$ cat src/rtl/sgp_pkg.sv
// ----------------------------------------------------------------------------
// sgp_pkg
// Shared types and constants of the skyline grid placement block.
// ----------------------------------------------------------------------------
package sgp_pkg;

	// Configuration port layout.
	localparam int unsigned CFG_ADDR_BITS = 3;
	localparam int unsigned CFG_DATA_BITS = 32;
	localparam int unsigned COUNT_BITS    = 5;

	// Register index, taken from paddr[2].
	localparam logic REG_COLUMN_COUNT = 1'b0;

	// Reset value of the column count register.
	localparam logic [COUNT_BITS-1:0] COLUMN_COUNT_RESET = 5'd1;

	// Output row fields are 16 bits wide and saturate.
	localparam int unsigned         OUT_ROW_BITS = 16;
	localparam logic [31:0]         OUT_ROW_MAX  = 32'h0000_FFFF;
	localparam int unsigned         OUT_COL_BITS = 4;

	// Sequencer states, one-hot.
	typedef enum logic [4:0] {
		ST_IDLE  = 5'b00001,
		ST_SCAN  = 5'b00010,
		ST_DRAIN = 5'b00100,
		ST_CALC  = 5'b01000,
		ST_WRITE = 5'b10000
	} sgp_state_t;

	// Control from the sequencer to the height store.
	typedef struct packed {
		logic wr_en;
		logic clear_all;
	} sgp_mem_ctl_t;

endpackage

$ cat src/rtl/sgp_cfg.sv
// ----------------------------------------------------------------------------
// sgp_cfg
// APB-style register file holding the column count.
// ----------------------------------------------------------------------------
module sgp_cfg (
	input  logic                                clk,
	input  logic                                arst_n,
	input  logic                                psel,
	input  logic                                penable,
	input  logic                                pwrite,
	input  logic [sgp_pkg::CFG_ADDR_BITS-1:0]   paddr,
	input  logic [sgp_pkg::CFG_DATA_BITS-1:0]   pwdata,
	output logic [sgp_pkg::CFG_DATA_BITS-1:0]   prdata,
	output logic                                pready,
	output logic [sgp_pkg::COUNT_BITS-1:0]      column_count
);
	import sgp_pkg::*;

	logic [COUNT_BITS-1:0] column_count_q;
	logic                  sel_count;

	assign sel_count = (paddr[2] == REG_COLUMN_COUNT);

	always_ff @(posedge clk or negedge arst_n) begin
		if (!arst_n) begin
			column_count_q <= COLUMN_COUNT_RESET;
		end else if (psel && penable && pwrite && sel_count) begin
			column_count_q <= pwdata[COUNT_BITS-1:0];
		end
	end

	always_comb begin
		prdata = '0;
		if (sel_count) begin
			prdata = CFG_DATA_BITS'(column_count_q);
		end
	end

	assign pready       = 1'b1;
	assign column_count = column_count_q;

endmodule

$ cat src/rtl/sgp_heights.sv
// ----------------------------------------------------------------------------
// sgp_heights
// Column height store: one write port, one registered read port, and a
// valid bit per column so that a whole list can be cleared at once.
// ----------------------------------------------------------------------------
module sgp_heights #(
	parameter int unsigned MAX_COLUMNS = 16,
	parameter int unsigned ROW_BITS    = 16,
	parameter int unsigned IDX_BITS    = 4
) (
	input  logic                        clk,
	input  logic                        arst_n,
	input  sgp_pkg::sgp_mem_ctl_t       mem_ctl,
	input  logic [IDX_BITS-1:0]         wr_addr,
	input  logic [ROW_BITS-1:0]         wr_data,
	input  logic [IDX_BITS-1:0]         rd_addr,
	output logic [ROW_BITS-1:0]         rd_height
);
	import sgp_pkg::*;

	logic [ROW_BITS-1:0]    height_mem [MAX_COLUMNS];
	logic [MAX_COLUMNS-1:0] col_valid_q;
	logic [ROW_BITS-1:0]    rd_data_q;
	logic                   rd_valid_q;

	always_ff @(posedge clk) begin
		if (mem_ctl.wr_en) begin
			height_mem[wr_addr] <= wr_data;
		end
		rd_data_q <= height_mem[rd_addr];
	end

	// A column that was never written since the last clear reads as zero.
	always_ff @(posedge clk or negedge arst_n) begin
		if (!arst_n) begin
			col_valid_q <= '0;
			rd_valid_q  <= 1'b0;
		end else begin
			if (mem_ctl.clear_all) begin
				col_valid_q <= '0;
			end else if (mem_ctl.wr_en) begin
				col_valid_q[wr_addr] <= 1'b1;
			end
			rd_valid_q <= col_valid_q[rd_addr];
		end
	end

	assign rd_height = rd_valid_q ? rd_data_q : '0;

endmodule

$ cat src/rtl/sgp_seq.sv
// ----------------------------------------------------------------------------
// sgp_seq
// Placement sequencer: scans every window through one shared max/compare unit,
// picks the lowest window, emits the result and raises its columns if not last.
// ----------------------------------------------------------------------------
module sgp_seq #(
	parameter int unsigned MAX_COLUMNS = 16,
	parameter int unsigned ROW_BITS    = 16,
	parameter int unsigned IDX_BITS    = 4,
	parameter int unsigned CNT_BITS    = 5
) (
	input  logic                                  clk,
	input  logic                                  arst_n,
	input  logic [sgp_pkg::COUNT_BITS-1:0]        column_count,
	input  logic                                  in_valid,
	output logic                                  in_stall,
	input  logic [7:0]                            row_span,
	input  logic [7:0]                            col_span,
	input  logic                                  last_item,
	output logic                                  out_valid,
	input  logic                                  out_stall,
	output logic [sgp_pkg::OUT_ROW_BITS-1:0]      placed_row,
	output logic [sgp_pkg::OUT_COL_BITS-1:0]      placed_column,
	output logic [sgp_pkg::OUT_ROW_BITS-1:0]      total_rows,
	output sgp_pkg::sgp_mem_ctl_t                 mem_ctl,
	output logic [IDX_BITS-1:0]                   rd_addr,
	output logic [IDX_BITS-1:0]                   wr_addr,
	output logic [ROW_BITS-1:0]                   wr_data,
	input  logic [ROW_BITS-1:0]                   rd_height
);
	import sgp_pkg::*;

	sgp_state_t state_q;

	// Item registers.
	logic [CNT_BITS-1:0] cols_q;
	logic [CNT_BITS-1:0] span_q;
	logic [7:0]          rspan_q;
	logic                last_q;

	// Scan counters on the read side.
	logic [CNT_BITS-1:0] start_q;
	logic [CNT_BITS-1:0] j_q;
	logic [CNT_BITS-1:0] wj_q;

	// Tags that travel with the registered read.
	logic                tag_vld_s1;
	logic                tag_first_s1;
	logic                tag_last_s1;
	logic [CNT_BITS-1:0] tag_start_s1;

	// Compare unit state.
	logic [ROW_BITS-1:0] wmax_q;
	logic [ROW_BITS-1:0] best_row_q;
	logic [IDX_BITS-1:0] best_col_q;
	logic                have_q;
	logic [ROW_BITS-1:0] tallest_q;
	logic [ROW_BITS-1:0] top_q;

	// Output register.
	logic                    out_valid_q;
	logic [OUT_ROW_BITS-1:0] placed_row_q;
	logic [OUT_COL_BITS-1:0] placed_column_q;
	logic [OUT_ROW_BITS-1:0] total_rows_q;

	logic [CNT_BITS-1:0] cols_eff;
	logic [CNT_BITS-1:0] span_eff;
	logic                accept;
	logic                win_end;
	logic                last_start;
	logic                wr_end;
	logic [ROW_BITS-1:0] cur_max;
	logic [ROW_BITS:0]   top_sum;
	logic [ROW_BITS-1:0] top_sat;
	logic [ROW_BITS-1:0] tallest_next;
	logic [31:0]         row_ext;
	logic [31:0]         tall_ext;
	logic [31:0]         col_ext;
	logic                load;

	assign accept   = in_valid && (state_q == ST_IDLE);
	assign in_stall = (state_q != ST_IDLE);

	// Clamp the column count and the column span.
	always_comb begin
		if (column_count == '0) begin
			cols_eff = CNT_BITS'(1);
		end else if (32'(column_count) > MAX_COLUMNS) begin
			cols_eff = CNT_BITS'(MAX_COLUMNS);
		end else begin
			cols_eff = CNT_BITS'(column_count);
		end
		if (col_span == '0) begin
			span_eff = CNT_BITS'(1);
		end else if (32'(col_span) > 32'(cols_eff)) begin
			span_eff = cols_eff;
		end else begin
			span_eff = CNT_BITS'(col_span);
		end
	end

	assign win_end    = ({1'b0, j_q} == ({1'b0, start_q} + {1'b0, span_q} - 1'b1));
	assign last_start = (({1'b0, start_q} + {1'b0, span_q}) == {1'b0, cols_q});
	assign wr_end     = ({1'b0, wj_q} ==
		({1'b0, CNT_BITS'(best_col_q)} + {1'b0, span_q} - 1'b1));

	// Shared max/compare unit, one column height per cycle.
	assign cur_max = (tag_first_s1 || (rd_height > wmax_q)) ? rd_height : wmax_q;

	assign top_sum      = {1'b0, best_row_q} + (ROW_BITS + 1)'(rspan_q);
	assign top_sat      = top_sum[ROW_BITS] ? '1 : top_sum[ROW_BITS-1:0];
	assign tallest_next = (top_sat > tallest_q) ? top_sat : tallest_q;
	assign row_ext      = 32'(best_row_q);
	assign tall_ext     = 32'(tallest_next);
	assign col_ext      = 32'(best_col_q);

	assign load = (state_q == ST_CALC) && (!out_valid_q || !out_stall);

	always_ff @(posedge clk or negedge arst_n) begin
		if (!arst_n) begin
			state_q     <= ST_IDLE;
			tag_vld_s1  <= 1'b0;
			have_q      <= 1'b0;
			tallest_q   <= '0;
			out_valid_q <= 1'b0;
		end else begin
			tag_vld_s1 <= (state_q == ST_SCAN);

			if (tag_vld_s1 && tag_last_s1 && (!have_q || (cur_max < best_row_q))) begin
				have_q <= 1'b1;
			end

			if (load) begin
				out_valid_q <= 1'b1;
			end else if (!out_stall) begin
				out_valid_q <= 1'b0;
			end

			case (state_q)
				ST_IDLE: begin
					if (accept) begin
						have_q  <= 1'b0;
						state_q <= ST_SCAN;
					end
				end
				ST_SCAN: begin
					if (win_end && last_start) begin
						state_q <= ST_DRAIN;
					end
				end
				ST_DRAIN: begin
					state_q <= ST_CALC;
				end
				ST_CALC: begin
					if (load) begin
						// The last item of a list clears the skyline after its result.
						if (last_q) begin
							tallest_q <= '0;
							state_q   <= ST_IDLE;
						end else begin
							tallest_q <= tallest_next;
							state_q   <= ST_WRITE;
						end
					end
				end
				ST_WRITE: begin
					if (wr_end) begin
						state_q <= ST_IDLE;
					end
				end
				default: begin
					state_q <= ST_IDLE;
				end
			endcase
		end
	end

	always_ff @(posedge clk) begin
		if (accept) begin
			cols_q  <= cols_eff;
			span_q  <= span_eff;
			rspan_q <= row_span;
			last_q  <= last_item;
			start_q <= '0;
			j_q     <= '0;
		end else if (state_q == ST_SCAN) begin
			if (win_end) begin
				start_q <= start_q + 1'b1;
				j_q     <= start_q + 1'b1;
			end else begin
				j_q <= j_q + 1'b1;
			end
		end

		tag_first_s1 <= (j_q == start_q);
		tag_last_s1  <= win_end;
		tag_start_s1 <= start_q;

		if (tag_vld_s1) begin
			wmax_q <= cur_max;
			if (tag_last_s1 && (!have_q || (cur_max < best_row_q))) begin
				best_row_q <= cur_max;
				best_col_q <= tag_start_s1[IDX_BITS-1:0];
			end
		end

		if (load) begin
			top_q           <= top_sat;
			wj_q            <= CNT_BITS'(best_col_q);
			placed_row_q    <= (row_ext > OUT_ROW_MAX) ? OUT_ROW_BITS'(OUT_ROW_MAX)
				: row_ext[OUT_ROW_BITS-1:0];
			placed_column_q <= col_ext[OUT_COL_BITS-1:0];
			total_rows_q    <= (tall_ext > OUT_ROW_MAX) ? OUT_ROW_BITS'(OUT_ROW_MAX)
				: tall_ext[OUT_ROW_BITS-1:0];
		end else if (state_q == ST_WRITE) begin
			wj_q <= wj_q + 1'b1;
		end
	end

	assign mem_ctl.wr_en     = (state_q == ST_WRITE);
	assign mem_ctl.clear_all = load && last_q;
	assign rd_addr           = j_q[IDX_BITS-1:0];
	assign wr_addr           = wj_q[IDX_BITS-1:0];
	assign wr_data           = top_q;

	assign out_valid     = out_valid_q;
	assign placed_row    = placed_row_q;
	assign placed_column = placed_column_q;
	assign total_rows    = total_rows_q;

endmodule

$ cat src/rtl/skyline_grid_placement_core.sv
// ----------------------------------------------------------------------------
// skyline_grid_placement_core
// Skyline placement of grid items into a grid of configurable width.
//
//   Channel  Direction  Handshake            Payload
//   in       input      in_valid/in_stall    row_span, col_span, last_item
//   out      output     out_valid/out_stall  placed_row, placed_column, total_rows
//   cfg      input      APB psel/penable     column_count at address 0
//
// With C effective columns and a span of S, an item scans C-S+1 windows
// of S columns, one column read per cycle through the height store's read
// port, passes through DRAIN and CALC, then writes its S raised columns (no
// writes for the last item of a list). The input stalls for the whole placement.
// Reset clears all heights at once through per-column valid bits.
// A stalled result holds the sequencer only at its final result load.
// ----------------------------------------------------------------------------
module skyline_grid_placement_core #(
	parameter int unsigned MAX_COLUMNS = 16,
	parameter int unsigned ROW_BITS    = 16
) (
	input  logic                                clk,
	input  logic                                arst_n,
	input  logic                                psel,
	input  logic                                penable,
	input  logic                                pwrite,
	input  logic [sgp_pkg::CFG_ADDR_BITS-1:0]   paddr,
	input  logic [sgp_pkg::CFG_DATA_BITS-1:0]   pwdata,
	output logic [sgp_pkg::CFG_DATA_BITS-1:0]   prdata,
	output logic                                pready,
	input  logic                                in_valid,
	output logic                                in_stall,
	input  logic [7:0]                          row_span,
	input  logic [7:0]                          col_span,
	input  logic                                last_item,
	output logic                                out_valid,
	input  logic                                out_stall,
	output logic [sgp_pkg::OUT_ROW_BITS-1:0]    placed_row,
	output logic [sgp_pkg::OUT_COL_BITS-1:0]    placed_column,
	output logic [sgp_pkg::OUT_ROW_BITS-1:0]    total_rows
);
	import sgp_pkg::*;

	localparam int unsigned IDX_BITS = (MAX_COLUMNS > 1) ? $clog2(MAX_COLUMNS) : 1;
	localparam int unsigned CNT_BITS = $clog2(MAX_COLUMNS + 1);

	logic [COUNT_BITS-1:0] column_count;
	sgp_mem_ctl_t          mem_ctl;
	logic [IDX_BITS-1:0]   rd_addr;
	logic [IDX_BITS-1:0]   wr_addr;
	logic [ROW_BITS-1:0]   wr_data;
	logic [ROW_BITS-1:0]   rd_height;

	sgp_cfg u_cfg (
		.clk          (clk),
		.arst_n       (arst_n),
		.psel         (psel),
		.penable      (penable),
		.pwrite       (pwrite),
		.paddr        (paddr),
		.pwdata       (pwdata),
		.prdata       (prdata),
		.pready       (pready),
		.column_count (column_count)
	);

	sgp_heights #(
		.MAX_COLUMNS (MAX_COLUMNS),
		.ROW_BITS    (ROW_BITS),
		.IDX_BITS    (IDX_BITS)
	) u_heights (
		.clk       (clk),
		.arst_n    (arst_n),
		.mem_ctl   (mem_ctl),
		.wr_addr   (wr_addr),
		.wr_data   (wr_data),
		.rd_addr   (rd_addr),
		.rd_height (rd_height)
	);

	sgp_seq #(
		.MAX_COLUMNS (MAX_COLUMNS),
		.ROW_BITS    (ROW_BITS),
		.IDX_BITS    (IDX_BITS),
		.CNT_BITS    (CNT_BITS)
	) u_seq (
		.clk           (clk),
		.arst_n        (arst_n),
		.column_count  (column_count),
		.in_valid      (in_valid),
		.in_stall      (in_stall),
		.row_span      (row_span),
		.col_span      (col_span),
		.last_item     (last_item),
		.out_valid     (out_valid),
		.out_stall     (out_stall),
		.placed_row    (placed_row),
		.placed_column (placed_column),
		.total_rows    (total_rows),
		.mem_ctl       (mem_ctl),
		.rd_addr       (rd_addr),
		.wr_addr       (wr_addr),
		.wr_data       (wr_data),
		.rd_height     (rd_height)
	);

endmodule

$ cat config.mk
export PLATFORM = sky130hd
export DESIGN_NAME = skyline_grid_placement_core
export DESIGN_NICKNAME = d
export VERILOG_FILES = /design/src/rtl/sgp_pkg.sv /design/src/rtl/sgp_cfg.sv /design/src/rtl/sgp_heights.sv /design/src/rtl/sgp_seq.sv /design/src/rtl/skyline_grid_placement_core.sv
export SDC_FILE = /design/constraint.sdc
export NUM_CORES = 1
export LEC_CHECK = 0
export ABC_AREA = 1
export BUFFER_PORTS_ARGS = -buffer_cell sky130_fd_sc_hd__buf_2
export CAP_MARGIN = 10
export CORE_MARGIN = 1
export CORE_UTILIZATION = 45
export DETAILED_ROUTE_END_ITERATION = 16
export GPL_TIMING_DRIVEN = 0
export PLACE_DENSITY_LB_ADDON = 0.1
export SETUP_SLACK_MARGIN = 0.3
export SYNTH_ARGS = -nofsm -noshare
export SYNTH_HDL_FRONTEND = slang
export SYNTH_SLANG_ARGS = --single-unit
$ cat constraint.sdc
create_clock -name clk -period 4.75 [get_ports clk]
set_input_delay 0.7125 -clock clk [delete_from_list [all_inputs] [get_ports clk]]
set_output_delay 0.7125 -clock clk [all_outputs]
set_load 0.05 [all_outputs]
==> qor.yml, run 1 <==
status: "finished clean"
finalHoldViolCount: 0
clock_latency_ns: 0.60
syn2layout_area_growth_pct: 17.8
wl_um: 50900
hpwlAfterDp_um: 34800
period_needed_ns: 4.20
synth-seq-cells: 446
reg2reg_from: "u_seq.best_row_q[0]$_DFFE_PP_"
clock-sinks: 446
port_buffers: 72
synth_cells: 1753
hold-worst-slack_ns: 0.287
grt_usage: 0.230
relSlewSlack: 0.157
r2r_slack_ns: 0.55
gr-total-overflow: 0
vias: 13600
drtAntennaViolNets: 0
die_y_um: 211
core-area_mm2: 0.0432
fin_worst_skew_ns: 0.0203
fin_nets: 2080
power.density_mw_per_mm2: 570
wl_per_cell_um: 19.9
synth.area.top_cells: "edfxtp_1 56%, dfrtp_1 5.6%, ha_1 5.1%"
die-area_mm2: 0.0446
ys_seq_area_frac: 0.652
critPathKind: "reg -> reg"
grt_pass1_vias: 13000
fmax_mhz: 238
start_util: 0.456
ioPinCount: 130
syn-cell-area_mm2: 0.0197
leakage_nw: 9.12
final_util: 0.538
die_w_um: 211
drt-initial-drc-count: 1126
worst_path_largest_cell_delay_ns: 0.43
fin_cells: 2562
tritoncts: "done"
ir_drop_uv: 308
r2r_cells: 32
dp.cells: 2453
drt_first_pass_iters: 5
cts_buffers: 47
worstPathArrival_ns: 4.54
htree_levels: 2
r2r_end: "u_seq.total_rows[2]$_DFFE_PP_"
cp_common_cell: "nand2_2"
startpoint: "u_seq.best_row_q[0]$_DFFE_PP_"
ys_types: 55
synth_top_cell_area_share: 0.559
rsz0062_at_grt: "false"
cap_violations: 0
antenna_found_initial: 1
cts_root_buf: "clkbuf_16"
ctsLongestPathBuffers: 3
clk_pin_slew_ns: 0.07
synthArstFlopShare: 0.103
fin_crit_sh: 0.883
drv_slew: 0
power_mw: 13.2
synth-edff-count: 367
holdCritPathClass: "in -> reg"
synth_ff_type: "edfxtp_1"
drive_above_1_share: 0.148
setup_viol: 0
grt_max_degree: 47
grt_pass1_wl_um: 76300
syn_area_per_cell_um2: 11.2
worst_slew_pin_slew_ns: 1.23
cp_slowest_cell: "edfxtp_1"
drc: 0
gp_congestion: 0.854
cp.required_ns: 5.10
via_per_inst: 5.30
critPathLaunchType: "flip-flop"
critPathCapture: "u_seq.total_rows[2]$_DFFE_PP_"
endpoint_kind: "flip-flop"
yosys.area.top_type: "edfxtp_1"
cp_max_fo: 8
rows: 76
diodes: 0
yosys_warnings: 0
==> registers in the layout (all words and copies together) (netlist names), 4 cells and up <==
register               flops
u_seq.best_row_q          16
u_seq.placed_column        4
u_seq.tallest_q           16
u_seq.j_q                  5
u_seq.wmax_q              16
u_seq.wj_q                 5
u_seq.state_q              5
u_seq.placed_row          16
u_seq.wr_data             16
u_seq.span_q               5
u_heights.height_mem     256
u_cfg.column_count         5
u_seq.total_rows          16
u_seq.best_col_q           4
u_heights.col_valid_q     16
u_heights.rd_data_q       16
u_seq.start_q              5
u_seq.tag_start_s1         4
u_seq.cols_q               5
u_seq.rspan_q              8
==> synthesized netlist by cell type, types with 2 or more instances <==
library cell,instances
edfxtp_1,367
nor2_1,244
nand2_1,221
o21ai_0,182
inv_1,178
ha_1,80
clkbuf_1,57
a21oi_1,54
nand3_1,53
o22ai_1,53
dfrtp_1,44
dfxtp_1,33
buf_4,28
o221ai_1,28
xor2_1,14
o211ai_1,13
xnor2_1,11
nand4_1,9
nor3_1,8
o21a_1,8
buf_1,7
nand2_2,6
nor4_1,6
a211oi_1,3
fa_1,3
a21boi_1,2
a21o_1,2
buf_6,2
clkinv_1,2
conb_1,2
dfstp_2,2
inv_2,2
nand3_2,2
nor3_2,2
o21ai_1,2
o21ai_2,2
o221a_2,2
or2_2,2
==> placed cells by master, fill, tap and decap left out, drive strengths merged, types with 2 or more instances in the layout <==
cell,netlist,layout
a211oi,3,3
a21boi,3,3
a21o,2,2
a21oi,54,54
buf,38,146
bufinv,0,2
clkbuf,57,130
clkinv,2,13
conb,2,28
dfrtp,44,44
dfstp,2,2
dfxtp,33,33
edfxtp,367,367
fa,3,3
ha,80,80
inv,180,183
nand2,228,228
nand3,55,55
nand4,9,9
nor2,245,245
nor3,10,10
nor4,7,7
o211ai,13,13
o21a,8,8
o21ai,186,186
o221a,2,2
o221ai,28,28
o22ai,53,53
or2,4,4
xnor2,12,12
xor2,15,15
==> power by group <==
part	switching [mW]	internal, mW
combinational	3.00	1.54
sequential	0.267	4.80
clock	1.54	2.09
==> metal layers <==
layer	routed length [um]	GRT usage	share of wire	vias up
li1	-	-	-	6460
met1	23200	0.332	0.46	6607
met2	23000	0.352	0.45	422
met3	3090	0.0385	0.061	87
met4	1580	0.0782	0.031	0
met5	0	0	0	-
==> worst min-delay path by stage <==
| stage | startpoint | endpoint | slack [ns] | cells after the start |
|---|---|---|---|---|
| after floorplan | u_seq.start_q[3]$_SDFFE_PP0P_ | u_seq.tag_start_s1[3]$_DFF_P_ | 0.37 | 0 |
| after global placement | u_seq.tag_start_s1[0]$_DFF_P_ | u_seq.best_col_q[0]$_DFFE_PP_ | 0.39 | 0 |
| after detailed placement | u_seq.tag_start_s1[1]$_DFF_P_ | u_seq.best_col_q[1]$_DFFE_PP_ | 0.39 | 0 |
| after CTS | row_span[6] | u_seq.rspan_q[6]$_DFFE_PP_ | 0.26 | 1 |
| after global routing | row_span[6] | u_seq.rspan_q[6]$_DFFE_PP_ | 0.27 | 1 |
| final | row_span[6] | u_seq.rspan_q[6]$_DFFE_PP_ | 0.29 | 1 |
==> metrics by stage <==
step / TNS, ns / area, um2 / setup WS (ns)
2_1_floorplan: 0 / 19800 / 0.405
3_3_place_gp: -33.72 / 20900 / -1.51
3_5_place_dp: -9.35 / 21200 / -0.380
4_1_cts: 0 / 22800 / 0.311
5_1_grt: 0 / 23200 / 0.263
6_report: 0 / 23200 / 0.554
==> area by class of cell <==
type	count	area, um2
plain buffers	95	529
clock buffers	73	1360
clock inverters	15	164
fillers	3771	20000
inverters	182	691
multi-input cells	1056	6080
flip-flops and latches	446	12800
well taps	585	732
repair buffers	109	821
repair inverters	1	6.26
==> logic make-up after synthesis <==
family,count (synthesis),synth area share
simple gates,560,0.117
xor+xnor,27,0.0128
flops,446,0.652
fa+ha+maj,83,0.0539
buf+inv,277,0.0589
compound gates,358,0.105
other cells,2,0.000381
==> what timing repair did <==
action,CTS,global route
gates resized for setup,30,59
buffers inserted,3,12
hold endpoints to repair,0,1
cloned,0,3
pin swaps,3,15
endpoints found under the setup margin,52,52
hold buffers,0,1
==> critical path, delay by kind of cell, from the launching register on <==
kind	cells	cell delay, ns
AOI/OAI and AO/OA	2	0.23
and+or+nand+nor	18	1.59
buffers and inverters	9	0.80
DFF	1	0.43
adders and majority gates	3	0.87
No activity file was read; power rests on OpenSTA's default activity.
==> run 2, diff against run 1 <==
Settings changed: MAX_ROUTING_LAYER from default to met4.
==> qor.yml, run 2 (synthesis gave the netlist of run 1 again) <==
wl_um: 51100  # was 50,900 um
grt_usage: 0.237  # was 0.230
clock_latency_ns: 0.60  # about the same
port_buffers: 72  # unchanged
drt-initial-drc-count: 1137  # was 1,126
internal_power_mw: 8.45  # was 8.43 mW
worstPathArrival_ns: 4.68  # was 4.54 ns
top_register: "u_heights.height_mem"  # unchanged
power.density_mw_per_mm2: 570  # about the same
multi_input_area_mm2: 0.00611  # was 0.00608 mm2
ctsLongestPathBuffers: 3  # unchanged
worst_slew_pin_slew_ns: 1.24  # was 1.23 ns
min_from: "row_span[6]"  # unchanged
core-area_mm2: 0.0432  # unchanged
rsz0062_at_grt: "true"  # was false
start_util: 0.456  # unchanged
drc: 0  # unchanged
tritoncts: "done"  # unchanged
placed_cell_area_mm2: 0.0212  # unchanged
most-common-layout-cells: "367 x edfxtp_1, 226 x nor2_1, 211 x nand2_1, 176 x inv_1, 167 x o21ai_0"  # was 367 x edfxtp_1, 226 x nor2_1, 212 x nand2_1, 176 x inv_1, 169 x o21ai_0
clk_pin_slew_ns: 0.07  # about the same
antenna_found_initial: 1  # unchanged
fin_crit_sh: 0.913  # was 0.883
seqPwrFrac: 0.382  # was 0.383
grt_pass1_vias: 13000  # about the same
drv_slew: 0  # unchanged
via_per_inst: 5.31  # was 5.30
grt_max_degree: 47  # unchanged
cts_buffers: 47  # unchanged
fillers: 3766  # was 3,771
regArea_mm2: 0.0128  # unchanged
cp_max_fo: 8  # unchanged
sw_frac_of_total: 0.363  # about the same
gr-total-overflow: 0  # unchanged
drtAntennaViolNets: 0  # unchanged
fin_nets: 2084  # was 2,080
cp_common_cell: "nand2_2"  # unchanged
status: "finished clean"  # unchanged
wl_per_cell_um: 19.9  # about the same
reg2reg_from: "u_seq.best_row_q[0]$_DFFE_PP_"  # unchanged
holdCritPathClass: "in -> reg"  # unchanged
cap_violations: 0  # unchanged
vias: 13600  # about the same
period_needed_ns: 4.34  # was 4.20 ns
critPathLaunchType: "flip-flop"  # unchanged
hpwlAfterDp_um: 34800  # unchanged
drive_above_1_share: 0.152  # was 0.148
power_frac_comb: 0.345  # was 0.343
finalHoldViolCount: 0  # unchanged
worst_path_largest_cell_delay_ns: 0.43  # about the same
die_y_um: 211  # unchanged
syn2layout_area_growth_pct: 18.2  # was 17.8%
gp_congestion: 0.868  # was 0.854
htree_levels: 2  # unchanged
relSlewSlack: 0.152  # was 0.157
largest_reg_flops: 256  # unchanged
endpoint_kind: "flip-flop"  # unchanged
setup_viol: 0  # unchanged
ir_drop_uv: 312  # was 308 uV
leakage_nw: 9.14  # was 9.12 nW
critPathKind: "reg -> reg"  # unchanged
drt_first_pass_iters: 5  # unchanged
die-area_mm2: 0.0446  # unchanged
diodes: 0  # unchanged
p_switching_mw: 4.82  # was 4.81 mW
startpoint: "u_seq.best_row_q[0]$_DFFE_PP_"  # unchanged
cp_slowest_cell: "edfxtp_1"  # unchanged
fmax_mhz: 231  # was 238 MHz
fin_worst_skew_ns: 0.0154  # was 0.0203 ns
p_clk_frac: 0.273  # was 0.274
fin_area_mm2: 0.0233  # was 0.0232 mm2
final_util: 0.539  # was 0.538
clock-sinks: 446  # unchanged
layout_commonest_cell: "edfxtp_1"  # unchanged
cts_root_buf: "clkbuf_16"  # unchanged
grt_pass1_wl_um: 76300  # about the same
cp.required_ns: 5.09  # was 5.10 ns
rows: 76  # unchanged
die_w_um: 211  # unchanged
ioPinCount: 130  # unchanged
-- run 2: changes by cell type in the layout (fill, tap and decap cells not counted) --
cell,change
buf_4,+4
o21ai_1,+2
nand3_2,+1
ha_1,-2
nand2_4,+1
a31oi_2,+1
nand2_8,-1
nand2_2,+1
o21ai_0,-2
a31oi_1,-1
nand3_1,-1
nand2_1,-1
ha_4,+2
-- run 2: power groups by stage --
stage | sequential (mW) | clock (mW) | combinational, mW
4_1_cts | 5.07 | 3.69 | 4.24
3_3_place_gp | 5.14 | 0 | 4.06
2_1_floorplan | 5.08 | 0 | 2.78
3_5_place_dp | 5.14 | 0 | 4.13
5_1_grt | 5.11 | 3.84 | 5.07
6_report | 5.07 | 3.63 | 4.58
-- run 2: per-layer routing --
layer	vias up	share of wire	track usage
met5	-	0	-
met4	0	0.029	0.0782
met3	86	0.067	0.0395
met2	455	0.45	0.351
met1	6616	0.45	0.332
li1	6462	-	-
-- run 2: critical path, delay by kind of cell, from the launching register on --
| family | cells | cell delay (ns) |
|---|---|---|
| AOI/OAI and AO/OA | 1 | 0.20 |
| adders and majority gates | 3 | 0.75 |
| buffers and inverters | 8 | 0.85 |
| DFF | 1 | 0.43 |
| and+or+nand+nor | 19 | 1.87 |
-- run 2: layout make-up --
cell class / count / share of cell area
buffer: 95 / 0.0227
clock buffer: 73 / 0.0582
clock inverter: 15 / 0.00704
inverter: 182 / 0.0297
multi-input combinational: 1056 / 0.263
sequential: 446 / 0.551
tap: 585 / 0.0314
timing repair buffer: 113 / 0.0366
timing repair inverter: 1 / 0.000269
-- run 2: path summary, 6_finish.rpt --
path	endpoint	slack, ns	cells after the start
min reg2reg	u_seq.best_col_q[0]$_DFFE_PP_	0.40	0
min	u_seq.rspan_q[6]$_DFFE_PP_	0.29	1
max	u_seq.total_rows[2]$_DFFE_PP_	0.41	31
max reg2reg	u_seq.total_rows[2]$_DFFE_PP_	0.41	31
max in group asynchronous	u_cfg.column_count[0]$_DFFE_PN1P_	3.63	3
min in group asynchronous	u_seq.tallest_q[7]$_DFFE_PN0P_	0.53	2
-- run 2: repair_timing --
item                       in CTS  in global routing
hold endpoints to repair        0                  1
buffers inserted                3                 16
hold buffers                    0                  1
pin swaps                       3                 20
resized for setup              30                 65
setup endpoints to repair      52                 52
cloned                          0                  3
-- run 2: stage by stage --
stage               worst slack, ns  hold slack, ns  TNS [ns]  total power, mW  instances
global placement              -1.51           0.391    -33.72             9.20       2436
detailed placement           -0.380           0.391     -9.35             9.27       2453
floorplan                     0.405           0.368         0             7.86       1779
CTS                           0.311           0.259         0             13.0       2544
global route                  0.159           0.266         0             14.0       2566
finish                        0.414           0.288         0             13.3       2566
